===== src/sv/ilp_pkg.sv =====
package ilp_pkg;

    typedef enum logic [2:0] {
        STAT_OK            = 3'd0,
        STAT_EMPTY         = 3'd1,
        STAT_INVALID_LIT   = 3'd2,
        STAT_INVALID_DIGIT = 3'd3,
        STAT_TOO_LARGE     = 3'd4
    } status_t;

    typedef enum logic [2:0] {
        SFX_NONE  = 3'd0,
        SFX_I32   = 3'd1,
        SFX_U32   = 3'd2,
        SFX_ISIZE = 3'd3,
        SFX_USIZE = 3'd4
    } suffix_t;

    typedef enum logic [1:0] {
        ST_IDLE,
        ST_MATCH,
        ST_FLUSH,
        ST_EMIT
    } state_t;

    typedef struct packed {
        logic [7:0] char_code;
        logic       last_char;
        logic       empty_literal;
    } in_item_t;

    typedef struct packed {
        logic [62:0] value;
        status_t     status;
        suffix_t     suffix_kind;
        logic [7:0]  offending_char;
    } out_item_t;

    typedef struct packed {
        logic push;
        logic load_empty;
        logic match;
        logic flush_step;
        logic emit;
    } ilp_cmd_t;

    typedef struct packed {
        logic flush_done;
        logic out_free;
    } ilp_stat_t;

endpackage


===== src/sv/integer_literal_parser.sv =====
// Parses a hex (0x/0X prefix) or decimal integer literal delivered one character per input
// beat and returns one result beat per literal, with an optional i32, u32, isize or usize
// suffix that sets the range limit. While a literal streams in, one character is accepted
// every cycle, since the single digit commit unit folds one character per cycle. After
// the final character a match state picks the suffix, a flush state folds the characters
// before the suffix still held in the five-character window, and an emit state loads the
// result once the result register is free; an empty-literal beat goes straight to emit. The
// result register lets the next literal start streaming while a result waits to be taken.
module integer_literal_parser (
    input  logic               aclk,
    input  logic               aresetn,
    input  logic               s_valid,
    output logic               s_ready,
    input  ilp_pkg::in_item_t  s_data,
    output logic               m_valid,
    input  logic               m_ready,
    output ilp_pkg::out_item_t m_data
);

    ilp_pkg::ilp_cmd_t  cmd;
    ilp_pkg::ilp_stat_t stat;

    ilp_ctrl u_ctrl (
        .aclk    (aclk),
        .aresetn (aresetn),
        .s_valid (s_valid),
        .s_data  (s_data),
        .s_ready (s_ready),
        .stat    (stat),
        .cmd     (cmd)
    );

    ilp_datapath u_dp (
        .aclk    (aclk),
        .aresetn (aresetn),
        .s_data  (s_data),
        .cmd     (cmd),
        .stat    (stat),
        .m_valid (m_valid),
        .m_ready (m_ready),
        .m_data  (m_data)
    );

endmodule


===== src/sv/ilp_ctrl.sv =====
module ilp_ctrl (
    input  logic               aclk,
    input  logic               aresetn,
    input  logic               s_valid,
    input  ilp_pkg::in_item_t  s_data,
    output logic               s_ready,
    input  ilp_pkg::ilp_stat_t stat,
    output ilp_pkg::ilp_cmd_t  cmd
);

    ilp_pkg::state_t state_reg;
    ilp_pkg::state_t state_next;

    always_ff @(posedge aclk) begin
        if (!aresetn) begin
            state_reg <= ilp_pkg::ST_IDLE;
        end else begin
            state_reg <= state_next;
        end
    end

    always_comb begin
        state_next = state_reg;
        cmd        = '0;
        s_ready    = 1'b0;
        unique case (state_reg)
            ilp_pkg::ST_IDLE: begin
                s_ready = 1'b1;
                if (s_valid) begin
                    if (s_data.empty_literal) begin
                        cmd.load_empty = 1'b1;
                        state_next     = ilp_pkg::ST_EMIT;
                    end else begin
                        cmd.push = 1'b1;
                        if (s_data.last_char) begin
                            state_next = ilp_pkg::ST_MATCH;
                        end
                    end
                end
            end
            ilp_pkg::ST_MATCH: begin
                cmd.match  = 1'b1;
                state_next = ilp_pkg::ST_FLUSH;
            end
            ilp_pkg::ST_FLUSH: begin
                if (stat.flush_done) begin
                    state_next = ilp_pkg::ST_EMIT;
                end else begin
                    cmd.flush_step = 1'b1;
                end
            end
            ilp_pkg::ST_EMIT: begin
                if (stat.out_free) begin
                    cmd.emit   = 1'b1;
                    state_next = ilp_pkg::ST_IDLE;
                end
            end
            default: begin
                state_next = ilp_pkg::ST_IDLE;
            end
        endcase
    end

endmodule


===== src/sv/ilp_datapath.sv =====
module ilp_datapath (
    input  logic               aclk,
    input  logic               aresetn,
    input  ilp_pkg::in_item_t  s_data,
    input  ilp_pkg::ilp_cmd_t  cmd,
    output ilp_pkg::ilp_stat_t stat,
    output logic               m_valid,
    input  logic               m_ready,
    output ilp_pkg::out_item_t m_data
);

    localparam logic [67:0] LIM_S32 = 68'h0_0000_0000_7FFF_FFFF;
    localparam logic [67:0] LIM_U32 = 68'h0_0000_0000_FFFF_FFFF;
    localparam logic [67:0] LIM_S64 = 68'h0_7FFF_FFFF_FFFF_FFFF;
    localparam logic [7:0]  CH_LX   = "x";
    localparam logic [7:0]  CH_UX   = "X";
    localparam logic [23:0] TAIL_I32   = "i32";
    localparam logic [23:0] TAIL_U32   = "u32";
    localparam logic [39:0] TAIL_ISIZE = "isize";
    localparam logic [39:0] TAIL_USIZE = "usize";

    logic [7:0]  win_reg [5];
    logic [7:0]  win_next [5];
    logic [2:0]  fill_reg, fill_next;
    logic [2:0]  total_reg, total_next;
    logic [62:0] acc_reg, acc_next;
    logic        hex_reg, hex_next;
    logic [1:0]  pos_reg, pos_next;
    logic        dap_reg, dap_next;
    logic        bad_reg, bad_next;
    logic [7:0]  badc_reg, badc_next;
    logic        o64_reg, o64_next;
    logic        o32u_reg, o32u_next;
    logic        o32s_reg, o32s_next;
    ilp_pkg::suffix_t kind_reg, kind_next;
    logic [2:0]  cnt_reg, cnt_next;
    logic        short_reg, short_next;
    logic        empty_reg, empty_next;
    logic        out_valid_reg, out_valid_next;
    ilp_pkg::out_item_t out_reg, out_next;

    // Digit commit unit: folds the oldest window character into the accumulator.
    logic [7:0]  cc;
    logic        dig_ok;
    logic [3:0]  dig_val;
    logic [67:0] prod;
    logic [67:0] sum;
    logic        do_commit;
    logic [62:0] c_acc;
    logic        c_hex, c_dap, c_bad, c_o64, c_o32u, c_o32s;
    logic [7:0]  c_badc;
    logic [1:0]  c_pos;

    always_comb begin
        cc      = win_reg[0];
        dig_ok  = 1'b0;
        dig_val = 4'd0;
        if (cc >= "0" && cc <= "9") begin
            dig_val = 4'(cc - "0");
            dig_ok  = hex_reg || (dig_val <= 4'd9);
        end else if (cc >= "a" && cc <= "f") begin
            dig_val = 4'(cc - "a" + 8'd10);
            dig_ok  = hex_reg;
        end else if (cc >= "A" && cc <= "F") begin
            dig_val = 4'(cc - "A" + 8'd10);
            dig_ok  = hex_reg;
        end
        if (hex_reg) begin
            prod = {1'b0, acc_reg, 4'b0000};
        end else begin
            prod = {2'b00, acc_reg, 3'b000} + {4'b0000, acc_reg, 1'b0};
        end
        sum = prod + {64'd0, dig_val};

        c_acc  = acc_reg;
        c_hex  = hex_reg;
        c_dap  = dap_reg;
        c_bad  = bad_reg;
        c_badc = badc_reg;
        c_o64  = o64_reg;
        c_o32u = o32u_reg;
        c_o32s = o32s_reg;
        c_pos  = (pos_reg < 2'd2) ? pos_reg + 2'd1 : pos_reg;
        if (!bad_reg) begin
            if (pos_reg == 2'd1 && acc_reg == '0 && (cc == CH_LX || cc == CH_UX)) begin
                c_hex = 1'b1;
            end else begin
                if (hex_reg) begin
                    c_dap = 1'b1;
                end
                if (!dig_ok) begin
                    c_bad  = 1'b1;
                    c_badc = cc;
                end else if (!o64_reg) begin
                    if (sum > LIM_S32) begin
                        c_o32s = 1'b1;
                    end
                    if (sum > LIM_U32) begin
                        c_o32u = 1'b1;
                    end
                    if (sum > LIM_S64) begin
                        c_o64 = 1'b1;
                    end else begin
                        c_acc = sum[62:0];
                    end
                end
            end
        end
    end

    // Suffix detection on the window after the final character is in.
    logic [23:0] tail3;
    logic        tail3_ok;
    logic [39:0] tail5;
    ilp_pkg::suffix_t m_kind;
    logic [2:0]  m_slen;

    always_comb begin
        tail3    = '0;
        tail3_ok = 1'b0;
        case (fill_reg)
            3'd3: begin
                tail3    = {win_reg[0], win_reg[1], win_reg[2]};
                tail3_ok = 1'b1;
            end
            3'd4: begin
                tail3    = {win_reg[1], win_reg[2], win_reg[3]};
                tail3_ok = 1'b1;
            end
            3'd5: begin
                tail3    = {win_reg[2], win_reg[3], win_reg[4]};
                tail3_ok = 1'b1;
            end
            default: begin
                tail3_ok = 1'b0;
            end
        endcase
        tail5  = {win_reg[0], win_reg[1], win_reg[2], win_reg[3], win_reg[4]};
        m_kind = ilp_pkg::SFX_NONE;
        m_slen = 3'd0;
        if (tail3_ok && tail3 == TAIL_I32) begin
            m_kind = ilp_pkg::SFX_I32;
            m_slen = 3'd3;
        end else if (tail3_ok && tail3 == TAIL_U32) begin
            m_kind = ilp_pkg::SFX_U32;
            m_slen = 3'd3;
        end else if (fill_reg == 3'd5 && tail5 == TAIL_ISIZE) begin
            m_kind = ilp_pkg::SFX_ISIZE;
            m_slen = 3'd5;
        end else if (fill_reg == 3'd5 && tail5 == TAIL_USIZE) begin
            m_kind = ilp_pkg::SFX_USIZE;
            m_slen = 3'd5;
        end
    end

    // Final result assembly.
    logic               over_sel;
    ilp_pkg::out_item_t res;

    always_comb begin
        case (kind_reg) inside
            ilp_pkg::SFX_I32, ilp_pkg::SFX_ISIZE: over_sel = o32s_reg;
            ilp_pkg::SFX_U32, ilp_pkg::SFX_USIZE: over_sel = o32u_reg;
            default:                              over_sel = o64_reg;
        endcase
        res                = '0;
        res.suffix_kind    = kind_reg;
        if (empty_reg) begin
            res.status      = ilp_pkg::STAT_EMPTY;
            res.suffix_kind = ilp_pkg::SFX_NONE;
        end else if (short_reg) begin
            res.status = ilp_pkg::STAT_INVALID_LIT;
        end else if (hex_reg && !dap_reg) begin
            res.status = ilp_pkg::STAT_INVALID_LIT;
        end else if (over_sel) begin
            res.status = ilp_pkg::STAT_TOO_LARGE;
        end else if (bad_reg) begin
            res.status         = ilp_pkg::STAT_INVALID_DIGIT;
            res.offending_char = badc_reg;
        end else begin
            res.status = ilp_pkg::STAT_OK;
            res.value  = acc_reg;
        end
    end

    assign do_commit = (cmd.push && fill_reg == 3'd5) || cmd.flush_step;

    always_comb begin
        for (int i = 0; i < 5; i++) begin
            win_next[i] = win_reg[i];
        end
        fill_next      = fill_reg;
        total_next     = total_reg;
        acc_next       = acc_reg;
        hex_next       = hex_reg;
        pos_next       = pos_reg;
        dap_next       = dap_reg;
        bad_next       = bad_reg;
        badc_next      = badc_reg;
        o64_next       = o64_reg;
        o32u_next      = o32u_reg;
        o32s_next      = o32s_reg;
        kind_next      = kind_reg;
        cnt_next       = cnt_reg;
        short_next     = short_reg;
        empty_next     = empty_reg;
        out_valid_next = out_valid_reg;
        out_next       = out_reg;

        if (out_valid_reg && m_ready) begin
            out_valid_next = 1'b0;
        end

        if (do_commit) begin
            acc_next  = c_acc;
            hex_next  = c_hex;
            pos_next  = c_pos;
            dap_next  = c_dap;
            bad_next  = c_bad;
            badc_next = c_badc;
            o64_next  = c_o64;
            o32u_next = c_o32u;
            o32s_next = c_o32s;
        end

        if (cmd.push) begin
            if (fill_reg == 3'd5) begin
                for (int i = 0; i < 4; i++) begin
                    win_next[i] = win_reg[i + 1];
                end
                win_next[4] = s_data.char_code;
            end else begin
                win_next[fill_reg] = s_data.char_code;
                fill_next          = fill_reg + 3'd1;
            end
            if (total_reg < 3'd6) begin
                total_next = total_reg + 3'd1;
            end
        end

        if (cmd.match) begin
            kind_next  = m_kind;
            short_next = (total_reg <= m_slen);
            cnt_next   = (total_reg <= m_slen) ? 3'd0 : fill_reg - m_slen;
        end

        if (cmd.flush_step) begin
            for (int i = 0; i < 4; i++) begin
                win_next[i] = win_reg[i + 1];
            end
            cnt_next = cnt_reg - 3'd1;
        end

        if (cmd.emit) begin
            out_next       = res;
            out_valid_next = 1'b1;
        end

        if (cmd.emit || cmd.load_empty) begin
            fill_next  = '0;
            total_next = '0;
            acc_next   = '0;
            hex_next   = 1'b0;
            pos_next   = '0;
            dap_next   = 1'b0;
            bad_next   = 1'b0;
            badc_next  = '0;
            o64_next   = 1'b0;
            o32u_next  = 1'b0;
            o32s_next  = 1'b0;
            kind_next  = ilp_pkg::SFX_NONE;
            cnt_next   = '0;
            short_next = 1'b0;
            empty_next = cmd.load_empty;
        end
    end

    always_ff @(posedge aclk) begin
        for (int i = 0; i < 5; i++) begin
            win_reg[i] <= win_next[i];
        end
        out_reg <= out_next;
        if (!aresetn) begin
            fill_reg      <= '0;
            total_reg     <= '0;
            acc_reg       <= '0;
            hex_reg       <= 1'b0;
            pos_reg       <= '0;
            dap_reg       <= 1'b0;
            bad_reg       <= 1'b0;
            badc_reg      <= '0;
            o64_reg       <= 1'b0;
            o32u_reg      <= 1'b0;
            o32s_reg      <= 1'b0;
            kind_reg      <= ilp_pkg::SFX_NONE;
            cnt_reg       <= '0;
            short_reg     <= 1'b0;
            empty_reg     <= 1'b0;
            out_valid_reg <= 1'b0;
        end else begin
            fill_reg      <= fill_next;
            total_reg     <= total_next;
            acc_reg       <= acc_next;
            hex_reg       <= hex_next;
            pos_reg       <= pos_next;
            dap_reg       <= dap_next;
            bad_reg       <= bad_next;
            badc_reg      <= badc_next;
            o64_reg       <= o64_next;
            o32u_reg      <= o32u_next;
            o32s_reg      <= o32s_next;
            kind_reg      <= kind_next;
            cnt_reg       <= cnt_next;
            short_reg     <= short_next;
            empty_reg     <= empty_next;
            out_valid_reg <= out_valid_next;
        end
    end

    assign stat.flush_done = (cnt_reg == 3'd0);
    assign stat.out_free   = !out_valid_reg || m_ready;
    assign m_valid         = out_valid_reg;
    assign m_data          = out_reg;

endmodule


===== config.mk =====
export PLATFORM = sky130hd
export DESIGN_NAME = integer_literal_parser
export DESIGN_NICKNAME = d
export VERILOG_FILES = /design/src/sv/ilp_pkg.sv /design/src/sv/integer_literal_parser.sv /design/src/sv/ilp_ctrl.sv /design/src/sv/ilp_datapath.sv
export SDC_FILE = /design/constraint.sdc
export NUM_CORES = 1
export LEC_CHECK = 0
export BUFFER_PORTS_ARGS = -buffer_cell sky130_fd_sc_hd__buf_2
export CAP_MARGIN = 0
export CORE_MARGIN = 2
export CORE_UTILIZATION = 50
export CTS_BUF_LIST = sky130_fd_sc_hd__clkbuf_8
export DETAILED_ROUTE_END_ITERATION = 10
export GPL_TIMING_DRIVEN = 0
export PLACE_DENSITY = 0.7
export RECOVER_POWER = 100
export SLEW_MARGIN = 20
export SYNTH_ARGS = -nofsm -noshare
export SYNTH_HDL_FRONTEND = slang
export SYNTH_SLANG_ARGS = --single-unit

===== constraint.sdc =====
create_clock -name aclk -period 6.65 [get_ports aclk]
set_input_delay 1.33 -clock aclk [delete_from_list [all_inputs] [get_ports aclk]]
set_output_delay 1.33 -clock aclk [all_outputs]
set_load 0.02 [all_outputs]

== After elaboration in Yosys (flattened, before gate mapping) ==
Memory sizes are Yosys's and may differ from the RTL's.
Cells that the tools add are included.

* Bits in registers: 173
* Bits in writable memories: 40
* Output and inout port bits: 79
* Logic and storage cells: 177
* Memories: 1

* Add/sub/neg operators: 12
* Magnitude comparators: 15
* Equality and inequality tests: 21
* Muxes and demuxes: 55
* Bitwise gates (word level): 8
* Reduce and logical (&&, ||, !) cells: 43

{| class="wikitable"
|+ Memories
! memory !! words !! bits a word !! rd ports !! clocked after Yosys merged registers in !! wr ports !! line !! source
|-
| u_dp.win_reg || 5 || 8 || 5 || 0 || 5 || ilp_datapath.sv:22 || <nowiki>logic [7:0] win_reg [5];</nowiki>
|}

{| class="wikitable"
|+ Operators with widths
! kind !! number
|-
| 40-bit by 39-bit == test with 1-bit output (second input constant) || 2
|-
| 40-bit two-way mux || 2
|-
| 24-bit one-hot mux with 3 select lines || 1
|-
| 68-bit by 4-bit adder with 68-bit output || 1
|-
| 68-bit by 31-bit greater-than comparator with 1-bit output (second input constant) || 1
|-
| 68-bit by 32-bit greater-than comparator with 1-bit output (second input constant) || 1
|-
| 68-bit by 63-bit greater-than comparator with 1-bit output (second input constant) || 1
|-
| 68-bit two-way mux || 1
|-
| 66-bit by 64-bit adder with 67-bit output || 1
|-
| 63-bit logical NOT || 1
|-
| 24-bit by 23-bit == test with 1-bit output (second input constant) || 2
|-
| 40-bit bitwise mux || 1
|-
| 3-bit two-way mux || 12
|-
| 32-bit two-way mux || 1
|-
| 8-bit demux with 3-bit select || 1
|-
| 1-bit two-way mux || 21
|-
| 2-bit two-way mux || 10
|-
| 6-bit AND reduction || 3
|-
| 8-bit by 7-bit == test with 1-bit output (second input constant) || 2
|-
| 8-bit by 7-bit >= comparator with 1-bit output (second input constant) || 2
|-
| 8-bit by 7-bit less-or-equal comparator with 1-bit output (second input constant) || 2
|-
| 4-bit AND reduction || 4
|-
| 1-bit logical AND || 13
|-
| 4-bit two-way mux || 3
|-
| other kinds (35) || 65
|}

== Logic depth before layout (Yosys ltp) ==
An unclocked memory read counts as a cell.

* Depth in word-level cells: 11
* Mapped depth: 29

== Hierarchy ==
Synthesis repeated with hierarchy kept, for this count alone.

* Cell total of the unflattened synthesis: 2015
* Area, all modules: 17040.1 µm²

{| class="wikitable"
|+ Modules (own cells, without submodules)
! module !! times used !! cells each !! area each (µm²)
|-
| ilp_datapath || 1 || 1991 || 16836.1
|-
| ilp_ctrl || 1 || 24 || 203.9
|}

== Least setup slack after synthesis ==
No wires, ideal clock.

* Path kind: reg-to-reg
* Start: reg u_dp.hex_reg
* End: reg u_dp.o32s_reg
* Setup time: 0.132 ns
* Arrival time: 6.359 ns
* Slack: 0.158 ns
* Cell stages (with the launch flop): 28
* Path buffers: 11
* Path through: dfxtp_1 -> buf_2 -> clkbuf_1 -> buf_2 -> buf_2 -> clkbuf_1 -> clkbuf_1 -> clkbuf_1 -> clkbuf_1 -> clkbuf_1 -> buf_1 -> buf_1 -> nor2_1 -> ha_1 -> a21o_1 -> a21oi_1 -> or3_1 -> nor3_1 -> nand2_1 -> nor4_1 -> nand3_1 -> or4_1 -> a2111o_1 -> o21a_1 -> nor4_1 -> nand3b_1 -> o41ai_1 -> a21oi_1

* Word-level cells in the longest chain between the ends: 4
* Elaborated cells on any way between the ends: 8
* Those cells by class: add/sub (1); order compare (1); mux (4); reduce/logical (2)

{| class="wikitable"
|+ Ends and longest elaborated chain
! element !! line !! source
|-
| start, declared || ilp_datapath.sv:27 || <nowiki>logic hex_reg, hex_next;</nowiki>
|-
| start signal, assigned || ilp_datapath.sv:304 || <nowiki>hex_reg <= hex_next;</nowiki>
|-
| 68-bit two-way mux or 1-bit two-way mux (tied branches) || ilp_datapath.sv:68, ilp_datapath.sv:64 ||
|-
| 68-bit by 4-bit adder with 68-bit output or 1-bit two-way mux (tied branches) || ilp_datapath.sv:73, ilp_datapath.sv:61 ||
|-
| 68-bit by 31-bit greater-than comparator with 1-bit output or 1-bit two-way mux (tied branches) || ilp_datapath.sv:95, ilp_datapath.sv:58 ||
|-
| 6-bit AND reduction (no line) * || - ||
|-
| end signal, assigned || ilp_datapath.sv:311 || <nowiki>o32s_reg <= o32s_next;</nowiki>
|-
| end, declared || ilp_datapath.sv:34 || <nowiki>logic o32s_reg, o32s_next;</nowiki>
|}

Mark *: on every way between the ends. The rest lies on a longest branch, timed or not.
A chain may end at the register's enable or synchronous reset.

== Worst setup path in the final report ==
* Start: reg u_dp.acc_reg[18]
* End: reg u_dp.o32s_reg

* Word-level cells in the longest chain between the ends: 5
* Elaborated cells on any way between the ends: 9
* Those cells by class: add/sub (2); order compare (1); mux (1); bitwise (1); reduce/logical (4)

{| class="wikitable"
|+ Ends and longest elaborated chain
! element !! line !! source
|-
| start, declared || ilp_datapath.sv:26 || <nowiki>logic [62:0] acc_reg, acc_next;</nowiki>
|-
| start signal, assigned || ilp_datapath.sv:303 || <nowiki>acc_reg <= acc_next;</nowiki>
|-
| 66-bit by 64-bit adder with 67-bit output or 63-bit logical NOT (tied branches) || ilp_datapath.sv:71, ilp_datapath.sv:85 ||
|-
| 68-bit two-way mux or 1-bit logical AND (tied branches) || ilp_datapath.sv:68, ilp_datapath.sv:85 ||
|-
| 68-bit by 4-bit adder with 68-bit output or 1-bit logical AND (tied branches) || ilp_datapath.sv:73, ilp_datapath.sv:85 ||
|-
| 68-bit by 31-bit greater-than comparator with 1-bit output or 1-bit NOT (tied branches) || - ||
|-
| 6-bit AND reduction (no line) * || - ||
|}

Marks and branches as above.

==> results.toml <==
[floorplanning]
die_x_microns = 190.2
num_rows = 68
io_pins = 93
start_util_pct = 50.41
dieArea_sq_um = 36160
core_sq_um = 34370
die_h_microns = 190.2

[grt]
grt_usage_pct = 34.04
antenna_found_initial = 0
grt_pass1_vias = 16130
grt_pass1_wl_mm = 94.19
grt_remaining_overflow = 0
grt_max_degree = 50

[synth]
synth.area.top_cells = "edfxtp_1, dfxtp_1, ha_1"
synth_top_area_share_pct = 20.28
synthTopCellsByCount = "nor2_1, nand2_1, a21oi_1"
ys_seq_area_share_pct = 31.37
synth_area_leader_cell = "edfxtp_1"
syn_avg_cell_area_sq_um = 8.511
synth_cell_type_count = 109
synthesis.nets = 2137
yosysMostFrequentCell = "nor2_1"
netlist_area_sq_um = 17330
yosys_warnings = 0
synth-main-ff-cell = "edfxtp_1"
async_flop_share_pct = 0
ys_seq_elements = 213
synth_edf_count = 117
postSynthCellCount = 2036

[clock_tree]
clock_latency_ns = 0.62
htreeDepth = 2
cts-root-buf = "clkbuf_8"
cts_sinks = 213
clk_pin_slew_ns = 0.06
cts_tree = "yes"
cts_buffers = 39
clockBufferDepth = 3

[detailed_routing]
first_pass_iters = 6
drt-total-wl_mm = 62.20
vias = 17110
drtIter0Drc = 1803
drc = 0
avgViaCountPerCell = 6.448
ant_nets = 0
detail_route.wl_per_cell_microns = 23.44

[worst_hold_path]
hold_path.startpoint = "u_dp.cnt_reg[0]"
holdPathEnd = "u_dp.cnt_reg[0]"
whs_path_depth = 1
hp-class = "reg2reg"

[placed_design]
dpl_cell_area_sq_um = 18420
globalplace.congestion = 0.9859
portBuffers = 92
dp_hpwl_mm = 49.91
preCtsSetupSlack_ns = -3.580

[sta]
hold_viol = 0
layout_min_cycle_time_ns = 6.267
slew_violations = 50
whs_ns = 0.4555
tightest_slew_ns = 2.771
setup_viol = 0
fmax_ghz = 0.1596
clock_skew_ns = 0.03837
rsz0062_at_grt = "no"
slew_headroom_pct = -84.75
fin_crit_sh_pct = 94.25
worst_slack_ns = 0.3827

[worst_setup_path]
critPathLaunchType = "flop"
path_class = "reg2reg"
r2r-start = "u_dp.acc_reg[18]"
critPathArrivalTime_ns = 6.72
regToRegSetupSlack_ns = 0.38
slowest_delay_ns = 0.60
required_ns = 7.10
crit_chain = "ha_1 > buf_4 > a21oi_1 > o21ai_1 > a22o_1 > a2111oi_0 > o41ai_1 > xor2_1 > mux2i_1 > nand4bb_1 > buf_4 > nor2_1 > clkbuf_2 > mux2i_1 > o211ai_1 > nor4_2 > nand3_1 > o41ai_1 > a21oi_1"
r2r-end = "u_dp.o32s_reg"
cp_max_fo = 10
end_kind = "flop"
path_buf_inv = 3
r2r_cells = 19
cpMaxStageDelayCell = "dfxtp_1"
critPathTopFamily = "compound AO/OA/AOI/OAI gates"

[power]
power.density_nw_per_um2 = 189.3
ir_worst_vdd_v = 0.0002407
p_leak_uw = 0.007453

[cells_and_area]
largest_reg_flops = 77
final_layout_size_suffix_gt1_share_pct = 9.914
fin_util_pct = 55.83
nets = 2269
syn2layout_area_growth_pct = 10.75
diodes = 0
stdcell_area_sq_um = 19190

[outcome]
violations = "capacitance limit, slew limit"
status = "complete, but fails checks"

[run]
drv_cap = 2
==> what timing repair did <==
item | in CTS | in global routing
pin swaps | 1 | 0
setup endpoints to repair | 66 | 56
hold buffers | 0 | 0
setup buffers | 2 | 0
gates resized for setup | 9 | 9
==> cell type report <==
type	count	area (sq um)
Tap cell	455	569.3
Inverter	55	207.7
Multi-Input combinational cell	1657	11200
Sequential cell	213	5435
Timing Repair Buffer	97	389.1
Clock buffer	49	674.4
Fill cell	3288	15180
Clock inverter	23	187.7
Buffer	105	526.8
==> where the power goes <==
group	internal, uW	switching [uW]	total, uW	leakage [uW]
registers	1520	61.5	1580	0.00187
clock network	787	612	1400	0.000469
logic	144	507	652	0.00511
total	2450	1180	3630	0.00745
==> cells by family after synthesis <==
family,after synthesis,synth area share [%]
AND/OR/NAND/NOR,835,25.47
multiplexers,82,4.888
buffers and inverters,166,4.304
XOR/XNOR,74,3.740
adder cells (fa/ha/maj),87,6.412
flip-flops,213,31.37
AO/OA/AOI/OAI,579,23.81
==> metrics by stage <==
stage               setup TNS, ns  total power [uW]  cells
floorplan                       0              1999   2036
global placement          -203.46              2255   2583
detailed placement        -210.35              2277   2586
CTS                             0              3675   2655
global route                    0              3777   2654
finish                          0              3633   2654
==> per-layer routing <==
layer | GRT usage (%) | vias to the layer above | routed length [microns]
met4 | 15.12 | 0 | 2827
met1 | 44.83 | 8224 | 26380
li1 | - | 8005 | -
met2 | 55.63 | 740 | 28470
met5 | 0 | - | 0
met3 | 4.759 | 143 | 4521
==> cells in the final DEF (no fill, tap or decap), drive strengths merged, types with 19 or more instances in the layout <==
master,synthesis,final
nor2,216,216
clkbuf,57,187
nand2,151,151
a21oi,138,138
edfxtp,117,117
o21ai,106,106
dfxtp,96,96
ha,84,84
and2,82,82
mux2i,70,70
nor3,64,64
buf,54,64
inv,55,63
nand4,63,63
xnor2,50,50
nand3,50,50
nor4,42,42
a22o,38,38
a21o,37,37
nor2b,28,28
or3,24,24
a31oi,24,24
xor2,24,24
o21a,21,21
o211ai,21,21
or2,20,20
a211oi,19,19
==> worst max-delay path by stage <==
| stage | endpoint | cells after the start | start |
|---|---|---|---|
| floorplan | u_dp.o32s_reg | 27 | u_dp.hex_reg |
| global placement | u_dp.o32s_reg | 27 | u_dp.hex_reg |
| detailed placement | u_dp.o32s_reg | 27 | u_dp.hex_reg |
| CTS | u_dp.o32s_reg | 22 | u_dp.hex_reg |
| global route | u_dp.o32s_reg | 19 | u_dp.acc_reg[18] |
| finish | u_dp.o32s_reg | 19 | u_dp.acc_reg[18] |
Power figures use the tool's default switching activity.
